$ cat config.mk
export PLATFORM = sky130hd
export DESIGN_NAME = sqmm_queue
export DESIGN_NICKNAME = d
export VERILOG_FILES = /design/src/sv/sqmm_pkg.sv /design/src/sv/sqmm_queue.sv
export SDC_FILE = /design/constraint.sdc
export NUM_CORES = 1
export LEC_CHECK = 0
export ABC_AREA = 1
export BUFFER_PORTS_ARGS = -buffer_cell sky130_fd_sc_hd__buf_2
export CORE_UTILIZATION = 47
export DETAILED_ROUTE_END_ITERATION = 6
export PLACE_DENSITY_LB_ADDON = 0.25
export SETUP_SLACK_MARGIN = 0.3
export SLEW_MARGIN = 20
export SYNTH_ARGS = -nofsm -noshare
export SYNTH_HDL_FRONTEND = slang
export SYNTH_SLANG_ARGS = --single-unit
$ cat constraint.sdc
create_clock -name clk_i -period 2.95 [get_ports clk_i]
set_input_delay 0.59 -clock clk_i [delete_from_list [all_inputs] [get_ports clk_i]]
set_output_delay 0.59 -clock clk_i [all_outputs]
set_load 0.05 [all_outputs]
$ cat src/sv/sqmm_pkg.sv
package sqmm_pkg;

  localparam int IDX_W   = 6;
  localparam int VAL_W   = 32;
  localparam int SIZE_W  = 7;
  localparam int SUM_W   = 64;
  localparam int APB_AW  = 3;
  localparam int APB_DW  = 32;

  localparam logic [SIZE_W-1:0] SIZE_RESET = 7'd64;

  // Word index of the matrix size register (paddr[2]).
  localparam logic REG_MATRIX_SIZE = 1'b0;

  typedef enum logic [1:0] {
    OP_WRITE_LEFT  = 2'd0,
    OP_WRITE_RIGHT = 2'd1,
    OP_COMPUTE     = 2'd2
  } op_e;

  typedef enum logic [1:0] {
    CMD_WR_A = 2'd0,
    CMD_WR_B = 2'd1,
    CMD_CALC = 2'd2,
    CMD_ZERO = 2'd3
  } cmd_kind_e;

  typedef struct packed {
    cmd_kind_e          kind;
    logic [IDX_W-1:0]   row;
    logic [IDX_W-1:0]   col;
    logic [VAL_W-1:0]   value;
  } cmd_t;

endpackage

$ cat src/sv/sqmm_queue.sv
module sqmm_queue (
  input  logic           clk_i,
  input  logic           rst_ni,
  input  logic           push_i,
  input  sqmm_pkg::cmd_t cmd_i,
  input  logic           pop_i,
  output logic           full_o,
  output logic           empty_o,
  output sqmm_pkg::cmd_t head_o
);
  import sqmm_pkg::*;

  cmd_t       slot_q [2];
  logic       wr_ptr_q, wr_ptr_d;
  logic       rd_ptr_q, rd_ptr_d;
  logic [1:0] count_q, count_d;

  always_comb begin
    wr_ptr_d = push_i ? !wr_ptr_q : wr_ptr_q;
    rd_ptr_d = pop_i ? !rd_ptr_q : rd_ptr_q;
    unique case ({push_i, pop_i})
      2'b10:   count_d = count_q + 2'd1;
      2'b01:   count_d = count_q - 2'd1;
      default: count_d = count_q;
    endcase
  end

  always_ff @(posedge clk_i or negedge rst_ni) begin
    if (!rst_ni) begin
      wr_ptr_q <= 1'b0;
      rd_ptr_q <= 1'b0;
      count_q  <= 2'd0;
    end else begin
      wr_ptr_q <= wr_ptr_d;
      rd_ptr_q <= rd_ptr_d;
      count_q  <= count_d;
    end
  end

  always_ff @(posedge clk_i) begin
    if (push_i) begin
      slot_q[wr_ptr_q] <= cmd_i;
    end
  end

  assign full_o  = (count_q == 2'd2);
  assign empty_o = (count_q == 2'd0);
  assign head_o  = slot_q[rd_ptr_q];

endmodule

==> results.md, run 1 <==
* H-Tree Depth at 3
* XOR/XNOR share of the synthesized area at 0.007236
* #FFs+latches synth at 96
* Grt ovf at 0
* Pleak at 1.920 nW
* CP required at about 2.4 ns
* Synth top area cells: edfxtp_1 76%, inv_1 5.4%, nand2_1 5.3%, o21ai_1 3.3%, o21ai_0 3.0%
* Pre-CTS WS at 0.8469 ns
* Slowest cell on crit path: dfrtp_4
* Post-CTS Repair Setup Buffers at 0
* Hold Crit Class: in -> async
* Tightest Pin Transition at 0.4902 ns
* DR vias at 2195
* Critical R2R Launch: wr_ptr_q$_DFFE_PN0P_
* RR Endpoint: slot_q[1][20]$_DFFE_PP_
* Number of cells on the critical path at 3
* Register area share after synthesis at 0.7884
* Status: completed
* Die height at 89.90 um
* Post-Syn Area per Cell at roughly 14 um2
* Reg area at 2867 um2
* Post-synth top area share at 0.7609
* WL met3 at 355 um
* PD cells at 1145 nW/um2
* DRC viols at 0
* Minimum clock period at approximately 2.4 ns
* Mapped cell area at 3631 um2
* Peak VDD IR at 0.0006399 V
* CP Max Fanout at 36
* Fin Setup TNS at 0 ns
* RD Place Congestion at between 0.7 and 0.8
* Number of cell rows at 31
* CP arrival at approximately 1.8 ns
* CTS root buf: clkbuf_8
* Post-synthesis simple-gate area fraction at 0.05892
* Die Footprint at 8081 um2
* Compound-cell area share of the yosys netlist at 0.06340
* CTS tree: done
* Yosys warnings at 0
* Final slew viol count at 0
* Max Cap Viol at 0
* Main combinational cell family by area after synthesis: buffers and inverters
* Kind of cell adding the most delay to the critical path: flip-flops
* # hold bufs at CTS at 0
* Synth Instances at 264
* Total chip power at about 0.0051 W
* Vias in the first global route at 2057
* DIE WIDTH at 89.90 um
* Clk_lat worst skew at about 0.35 ns
* Fill cells at approximately 600
* Nets at 419
* WL met1 at roughly 2400 um
* Largest stage delay on the critical path at 0.63 ns
* Share of cells above drive strength 1 at 0.3244
* Post-synth EDFFs at 92
* DR iter-0 viols at 122
* Critical Path End Type: output pin
* Crit path setup slack, layout at 0.5894 ns
* IO Port Bufs at 97
* Top Ports at ~100
* Uppermost routed layer: met4
* Post-DP HPWL at between 4000 and 5000 um
* Clock tree buffer depth at 2
* DRT Pass-1 Iters at 4
* Tcrit/Tclk final at 0.8002
* Area leader, netlist: edfxtp_1
* Antenna violations before repair at 1
* Skew final at roughly 0.0052 ns
* Area occupied by multi-input gates at 490.5 um2
* Synth cell count leaders: 92 x edfxtp_1, 52 x inv_1, 51 x nand2_1
* Crit Path Class: reg -> out
* Largest net degree at the start of global routing at 37
* Fmax at 423.6 MHz
* Clock sinks at 96
* Worst relative slew slack at 0.6727
* Routed WL per cell at 12.67 um
* Crit path launch type: register
* Gr usage total at 0.1587
* Routed wl met2 at 3048 um
* Synth async-reset ratio at 0.04167
* Worst Path Buf+Inv at 2
* Final Hold Viols at 0
* Synth Flop Type: edfxtp_1
* Drt total wl at between 5000 and 6000 um
* Starting Density at 0.4927
* Syn nets at 315
* Area growth, synth to finish at 22.33%
* Adder-cell share of the synthesized area at 0.003446
* Post-synthesis mux area share at 0
* Num CTS Buffers at 9
* Reg2reg setup slack at 1.40 ns
* RSZ-0062 raised after global routing: no
* Count leader, synth: edfxtp_1
* Reg2Reg Depth at 3
* Critical-path cell list: buf_12 > o21ai_0 > buf_2
* Core Area at 7370 um2
* Vias per std cell at 4.641
* Clock slew at reported path FFs at 0.09 ns
* Final setup viols at 0
* Antenna-violating nets left at 0
* Cts repair resizes at 0
* First-pass GRT wire length at 9653 um
* Synth unique cells at 15
-- power breakdown --
group	leakage (nW)	switching, W	internal, W	total (W)
sequential	0.910	0.000137	0.00181	0.00195
clock	0.103	0.000443	0.000477	0.000920
combinational	0.907	0.00176	0.000457	0.00222
total	1.92	0.00234	0.00275	0.00509
-- cell type report --
class,count,area share
diodes,1,0.0005634
clock buffers,9,0.02789
clock inverters,7,0.02169
inverters,52,0.04394
multi-input cells,106,0.1104
flip-flops and latches,96,0.6454
well taps,99,0.02789
repair buffers,103,0.1223
-- through the flow --
step | utilization | instance area [um2] | std cells | hold slack [ns]
global route | 0.6024 | 4439 | 472 | 0.01622
detailed placement | 0.5722 | 4217 | 456 | 0.4007
floorplan | - | 3633 | 264 | 0.2944
finish | 0.6027 | 4442 | 473 | 0.02718
CTS | 0.6020 | 4437 | 472 | 0.01220
global placement | 0.5722 | 4217 | 456 | 0.4026
-- cells in the final DEF, fill, tap and decap left out, drive strengths merged --
cell type  instances
xor2               2
nand2             51
ha                 1
clkbuf             9
nand3              1
bufinv             2
o21ai             46
edfxtp            92
inv               52
buf              103
xnor2              1
nor2               3
nand4              1
clkinv             3
dfrtp              4
diode              1
clkinvlp           2
-- metal layers --
| metal | global-route usage | vias to the layer above |
|---|---|---|
| met5 | 0 | - |
| met1 | 0.1779 | 1024 |
| met2 | 0.2724 | 66 |
| met3 | 0.04738 | 15 |
| met4 | 0.08602 | 0 |
| li1 | - | 1090 |
-- worst register-to-register path, stage by stage, from the launching register on --
cell and delay [ns]:
dfrtp_1 0.44, nand2_1 0.09, inv_2 0.37, buf_4 0.35
-- registers in the layout, summed over array words and instances, names as in the netlist --
| register | count |
|---|---|
| rd_ptr_q | 1 |
| slot_q | 92 |
| wr_ptr_q | 1 |
| count_q | 2 |
-- kinds of logic (layout without fill, tap and decap cells) --
group,count (synthesis),after routing
compound gates,46,46
xor+xnor,3,3
fa+ha+maj,1,1
buf+inv,62,171
flops,96,96
other cells,0,1
simple gates,56,56
-- how the worst max path moves through the flow --
stage | start | end | slack (ns)
2_1_floorplan | rd_ptr_q$_DFFE_PN0P_ | head_o[0] | 0.70
3_3_place_gp | rd_ptr_q$_DFFE_PN0P_ | head_o[34] | 0.87
3_5_place_dp | rd_ptr_q$_DFFE_PN0P_ | head_o[19] | 0.85
4_1_cts | rd_ptr_q$_DFFE_PN0P_ | head_o[19] | 0.44
5_1_grt | rd_ptr_q$_DFFE_PN0P_ | head_o[42] | 0.44
6_report | rd_ptr_q$_DFFE_PN0P_ | head_o[45] | 0.59
No activity file was read; power rests on OpenSTA's default activity.
==> run 2: changes to the inputs <==
--- a/config.mk
+++ b/config.mk
@@ -5,7 +5,7 @@
 export SDC_FILE = /design/constraint.sdc
 export NUM_CORES = 1
 export LEC_CHECK = 0
-export ABC_AREA = 1
+export ABC_AREA = 0
 export BUFFER_PORTS_ARGS = -buffer_cell sky130_fd_sc_hd__buf_2
 export CORE_UTILIZATION = 47
 export DETAILED_ROUTE_END_ITERATION = 6
==> constraint.sdc (replaced) <==
create_clock -name clk_i -period 1.9 [get_ports clk_i]
set_input_delay 0.38 -clock clk_i [delete_from_list [all_inputs] [get_ports clk_i]]
set_output_delay 0.38 -clock clk_i [all_outputs]
set_load 0.05 [all_outputs]
==> run 2 against run 1 <==
Compared with the run above: combinational power up 93%; first-iteration DRC count fell by 35%; utilization grew 5.7 points; die area decreased by 0.10%; wire length shrank 2.0%; design area grew 9.5%.
==> results.md, run 2 <==
* Reg2Reg Depth at 2
* Number of cell rows at 31
* Syn nets at 210
* Top Ports at between 90 and 100
* Core Area at 7370 um2
* Largest register FFs at 92
* Final slew viol count at 0
* Peak VDD IR at roughly 0.0009 V
* Post-synth top area share at 0.7616
* Nets at between 300 and 400
* CP Launch Point: rd_ptr_q$_DFFE_PN0P_
* Slowest cell on crit path: dfrtp_2
* Clk_lat worst skew at 0.34 ns
* Count leader, synth: edfxtp_1
* Share of cells above drive strength 1 at 0.6109
* Number of cells on the critical path at 3
* Kind of cell adding the most delay to the critical path: flip-flops
* Critical Path End Type: output pin
* Starting Density at 0.4922
* Fill cells at 541
* Most frequent cells in the layout: 92 x edfxtp_1, 51 x buf_2, 35 x mux2_4
* Vias per std cell at roughly 4.8
* DRC viols at 0
* Worst Path Buf+Inv at 2
* Synth unique cells at 13
* Vias in the first global route at 1926
* Post-synth EDFFs at 92
* RSZ-0062 raised after global routing: yes
* Post-Syn Area per Cell at 22.81 um2
* Worst relative slew slack at 0.7795
* #FFs+latches synth at 96
* Reg2reg setup slack at 0.65 ns
* Hold WS at 0.2115 ns
* Hold Path Cell Cnt at 1
* Register area share after synthesis at 0.7892
* Antenna-violating nets left at 0
* H-Tree Depth at 3
* Synth Instances at ~160
* PD cells at between 1500 and 2000 nW/um2
* Fmax at between 500 and 600 MHz
* Diode count at 0
* Area leader, netlist: edfxtp_1
* Critical-path cell list: buf_12 > mux2_2 > buf_6
* Synth Flop Type: edfxtp_1
* Final setup viols at 0
* Clock tree buffer depth at 2
* Largest stage delay on the critical path at 0.43 ns
* CP required at between 1.5 and 2 ns
* CTS tree: done
* Crit Path Class: reg -> out
* Grt ovf at 0
* Status: completed
* Minimum clock period at 1.896 ns
* Gr usage total at 0.1544
* Largest net degree at the start of global routing at 25
* Die height at about 90 um
* Critical R2R Launch: wr_ptr_q$_DFFE_PN0P_
* CP arrival at about 1.5 ns
* Num CTS Buffers at 9
* Synth async-reset ratio at 0.04167
* DR iter-0 viols at between 70 and 80
* Tcrit/Tclk final at 0.9977
* DIE WIDTH at around 90 um
* IO Port Bufs at 97
* Mapped cell area at 3627 um2
* Antenna violations before repair at 0
* Biggest regs: slot_q: 92 flops, count_q: 2 flops
* Yosys warnings at 0
* CP endpoint: head_o[39]
* Reg with most FFs: slot_q
* Fin util at 0.6601
* Max Cap Viol at 0
* Synth cell count leaders: 92 x edfxtp_1, 30 x mux2_4, 16 x mux2_2
* Clock slew at reported path FFs at 0.09 ns
* Die Footprint at 8073 um2
* RD Place Congestion at 0.6623
* Reg area at approximately 2900 um2
* Tightest Pin Transition at 0.3307 ns
* CP Max Fanout at 21
* Area occupied by multi-input gates at 738.2 um2
* DRT Pass-1 Iters at 4
* RR Endpoint: slot_q[1][18]$_DFFE_PP_
* DR vias at 1796
* Area growth, synth to finish at 34.12%
* Most common cell after layout, fill and taps aside: edfxtp_1
* First-pass GRT wire length at approximately 9400 um
* Routed WL per cell at 15.70 um
* Final Hold Viols at 0
* Drt total wl at 5871 um
* Pleak at 1.931 nW
* Hold Crit Class: in -> reg
* Post-DP HPWL at between 3000 and 4000 um
* Synth top area cells: edfxtp_1 76%, mux2_4 12%, mux2_2 5.0%, dfrtp_1 2.8%, buf_6 1.2%
* CTS root buf: clkbuf_8
* Skew final at 0.005916 ns
* Crit path launch type: register
* Clock sinks at 96
-- run 2: cell types whose count changed after synthesis, sizes merged, moves of 2 or more --
cell,previous run,this run
inv,52,1
mux2,0,46
nand2,51,0
buf,8,5
o21ai,46,0
clkbuf,2,0
-- run 2: cell type report --
type,instances,area share
flip-flops and latches,96,0.5887
clock buffers,9,0.02546
inverters,1,0.0007716
repair buffers,105,0.1962
multi-input cells,57,0.1517
well taps,99,0.02546
clock inverters,7,0.01157
-- run 2: how the worst min path moves through the flow --
stage          startpoint                       to  slack [ns]
2_1_floorplan      rst_ni   count_q[0]$_DFFE_PN0P_        0.08
3_3_place_gp       rst_ni   count_q[1]$_DFFE_PN0P_        0.20
3_5_place_dp       rst_ni   count_q[0]$_DFFE_PN0P_        0.20
4_1_cts         cmd_i[38]  slot_q[1][38]$_DFFE_PP_        0.19
5_1_grt         cmd_i[44]  slot_q[0][44]$_DFFE_PP_        0.19
6_report        cmd_i[38]  slot_q[0][38]$_DFFE_PP_        0.21
-- run 2: cell families after synthesis --
logic type | count (synthesis) | synth area share
adder cells (fa/ha/maj) | 1 | 0.003449
buffers and inverters | 6 | 0.01483
XOR/XNOR | 5 | 0.01208
flip-flops | 96 | 0.7892
multiplexers | 46 | 0.1739
AND/OR/NAND/NOR | 5 | 0.006556
-- run 2: timing repair --
item	CTS	global route
hold buffers	1	0
setup endpoints to repair	46	46
setup buffers	1	0
hold endpoints to repair	4	0
resized for setup	117	5
-- run 2: routing by layer --
metal	part of all wire	vias up	wire [um]	track usage
met5	0	-	0	0
met4	0.015	0	87	0.07258
met3	0.051	10	302	0.04146
met2	0.53	60	3104	0.2609
met1	0.40	887	2376	0.1848
li1	-	839	-	-
-- run 2: power by group --
part	leakage, nW	switching [W]	internal, W	total, W
clock	0.0854	0.000696	0.000489	0.00118
combinational	0.937	0.00248	0.00181	0.00429
sequential	0.909	0.000142	0.00281	0.00295
total	1.93	0.00332	0.00511	0.00843
-- run 2: metrics by stage --
stage	area (um2)	setup slack (ns)	total power [W]	instances	setup TNS (ns)
5_1_grt	4865	-0.05220	0.008745	374	-0.8971
4_1_cts	4846	-0.02934	0.008449	374	-0.2110
3_3_place_gp	4267	0.2261	0.006413	356	0
6_report	4865	0.004429	0.008425	374	0
3_5_place_dp	4267	0.2176	0.006439	356	0
2_1_floorplan	3636	0.3724	0.005776	159	0
==> run 3: changes to the inputs <==
--- a/config.mk
+++ b/config.mk
@@ -6,9 +6,9 @@
 export NUM_CORES = 1
 export LEC_CHECK = 0
 export ABC_AREA = 0
-export BUFFER_PORTS_ARGS = -buffer_cell sky130_fd_sc_hd__buf_2
-export CORE_UTILIZATION = 47
+export CORE_UTILIZATION = 55
 export DETAILED_ROUTE_END_ITERATION = 6
+export DONT_BUFFER_PORTS = 1
 export PLACE_DENSITY_LB_ADDON = 0.25
 export SETUP_SLACK_MARGIN = 0.3
 export SLEW_MARGIN = 20
==> run 3 against run 2 <==
Compared with the run above: sequential power is essentially flat; clock skew grew 0.0017 ns; largest power group unchanged; critical endpoint is now head_o[8]; clock power grew 18%; highest routed layer unchanged.
==> results.md, run 3 (synthesis gave the netlist of run 2 again) <==
* Status: completed
* Worst relative slew slack at 0.7781
* Antenna-violating nets left at 0
* HP Start: push_i
* Crit Path Class: reg -> out
* IO Port Bufs at 0
* Reg with most FFs: slot_q
* Num CTS Buffers at 9
* DRC viols at 0
* DR iter-0 viols at 76
* Area growth, synth to finish at 12.07%
* Core Area at 6350 um2
* CTS root buf: clkbuf_8
* Drt total wl at 5321 um
* Fin Setup TNS at 0 ns
* Critical R2R Launch: wr_ptr_q$_DFFE_PN0P_
* Crit path setup slack, layout at 0.07267 ns
* Routed WL per cell at about 21 um
* Most frequent cells in the layout: 92 x edfxtp_1, 46 x mux2_4, 9 x clkbuf_8
* Antenna violations before repair at 0
* Largest register FFs at 92
* Clock slew at reported path FFs at 0.09 ns
* Post-DP HPWL at about 3400 um
* NetSw at around 0.0031 W
* Sequential power share at 0.391
* Sw frac at 0.4029
* H-Tree Depth at 3
* Diode count at 0
* Vias per std cell at between 5 and 6
* Max Cap Viol at 0
* Minimum clock period at around 1.8 ns
* Clock tree buffer depth at 2
* Internal Power at 0.004535 W
* Number of cell rows at 29
* Grt ovf at 0
* Largest net degree at the start of global routing at 26
* Final setup viols at 0
* Share of cells above drive strength 1 at 0.4078
* First-pass GRT wire length at around 8400 um
* Vias in the first global route at 1616
* Tcrit/Tclk final at 0.9618
* Tightest Pin Transition at 0.3328 ns
* CP required at 1.52 ns
* Nets at 225
* Fin util at 0.6402
* Die Footprint at 6924 um2
* Pre-CTS WS at 0.3292 ns
* Most common cell after layout, fill and taps aside: edfxtp_1
* Clk_lat worst skew at 0.34 ns
* CTS tree: done
* Comb power frac at 0.426
* DR vias at 1433
* PD cells at 1868 nW/um2
* CP Launch Point: rd_ptr_q$_DFFE_PN0P_
* Final slew viol count at 0
* Final Hold Viols at 0
* Peak VDD IR at between 0.0009 and 0.001 V
* DRT Pass-1 Iters at 4
* Critical Path End Type: output pin
* Starting Density at 0.5712
* Gr usage total at 0.1644
* Top Ports at between 90 and 100
* RD Place Congestion at 0.7117
* CP Max Fanout at 24
* Die height at around 83 um
* Skew final at 0.007570 ns
* RSZ-0062 raised after global routing: yes
* Clock power share at 0.183
* CP arrival at 1.45 ns
* Pleak at about 1.5 nW
* Fmax at 547.2 MHz
* Biggest regs: slot_q: 92 flops, count_q: 2 flops
* Clock sinks at 96
* DIE WIDTH at 83.21 um
* Crit path launch type: register
* Hold Crit Class: in -> reg
[run 3: changes by cell type in the layout (fill, tap and decap cells not counted), sizes merged]
cell	delta
buf	-96
bufinv	+2
clkinvlp	-1
inv	-1
[run 3: layout make-up]
cell class              instances  area (um2)
flip-flops and latches         96        2864
fillers                       408        2285
clock buffers                   9       123.9
multi-input cells              57       779.5
clock inverters                 7       95.09
repair buffers                  9       102.6
well taps                      77       96.34
inverters                       1       3.754
[run 3: stage by stage]
stage / cell area, um2 / hold WS [ns] / total power (W) / std cells
after floorplan: 3636 / 0.08441 / 0.005776 / 159
after CTS: 4065 / 0.09259 / 0.007672 / 256
after detailed placement: 3749 / 0.08449 / 0.006050 / 238
after global placement: 3749 / 0.08452 / 0.005994 / 238
after global routing: 4065 / 0.09824 / 0.007856 / 256
final: 4065 / 0.1136 / 0.007595 / 256
[run 3: what timing repair did]
action | 4_1_cts | 5_1_grt
cloned | 1 | 0
endpoints found under the setup margin | 46 | 46
hold buffers | 1 | 0
buffers inserted | 0 | 0
gates resized for setup | 17 | 0
endpoints found under the hold margin | 4 | 0
[run 3: worst max-delay path: stages, from the launching register on]
cell	delay, ns
dfrtp_2	0.44
buf_12	0.24
mux2_4	0.41
[run 3: worst paths after layout]
check	end	slack [ns]	depth (start not counted)
worst max-delay path	head_o[8]	0.07	2
max in group asynchronous	rd_ptr_q$_DFFE_PN0P_	1.41	1
min in group asynchronous	count_q[0]$_DFFE_PN0P_	0.30	1
worst max register to register	slot_q[1][9]$_DFFE_PP_	0.64	2
worst min-delay path	wr_ptr_q$_DFFE_PN0P_	0.11	1
worst min register to register	count_q[1]$_DFFE_PN0P_	0.51	1
[run 3: metal layers]
layer,part of all wire,track usage,wire [um],vias to the layer above
met4,0.027,0.1050,144,0
met5,0,0,0,-
met2,0.51,0.2645,2734,62
met3,0.088,0.06561,470,12
li1,-,-,-,646
met1,0.37,0.1818,1972,713
[run 3: power groups by stage]
| stage | Sequential [W] | Clock, W | Combinational (W) |
|---|---|---|---|
| after global placement | 0.00297 | 0 | 0.00302 |
| final | 0.00297 | 0.00139 | 0.00324 |
| after global routing | 0.00300 | 0.00151 | 0.00335 |
| after detailed placement | 0.00300 | 0 | 0.00305 |
| after CTS | 0.00297 | 0.00143 | 0.00327 |
| after floorplan | 0.00295 | 0 | 0.00282 |
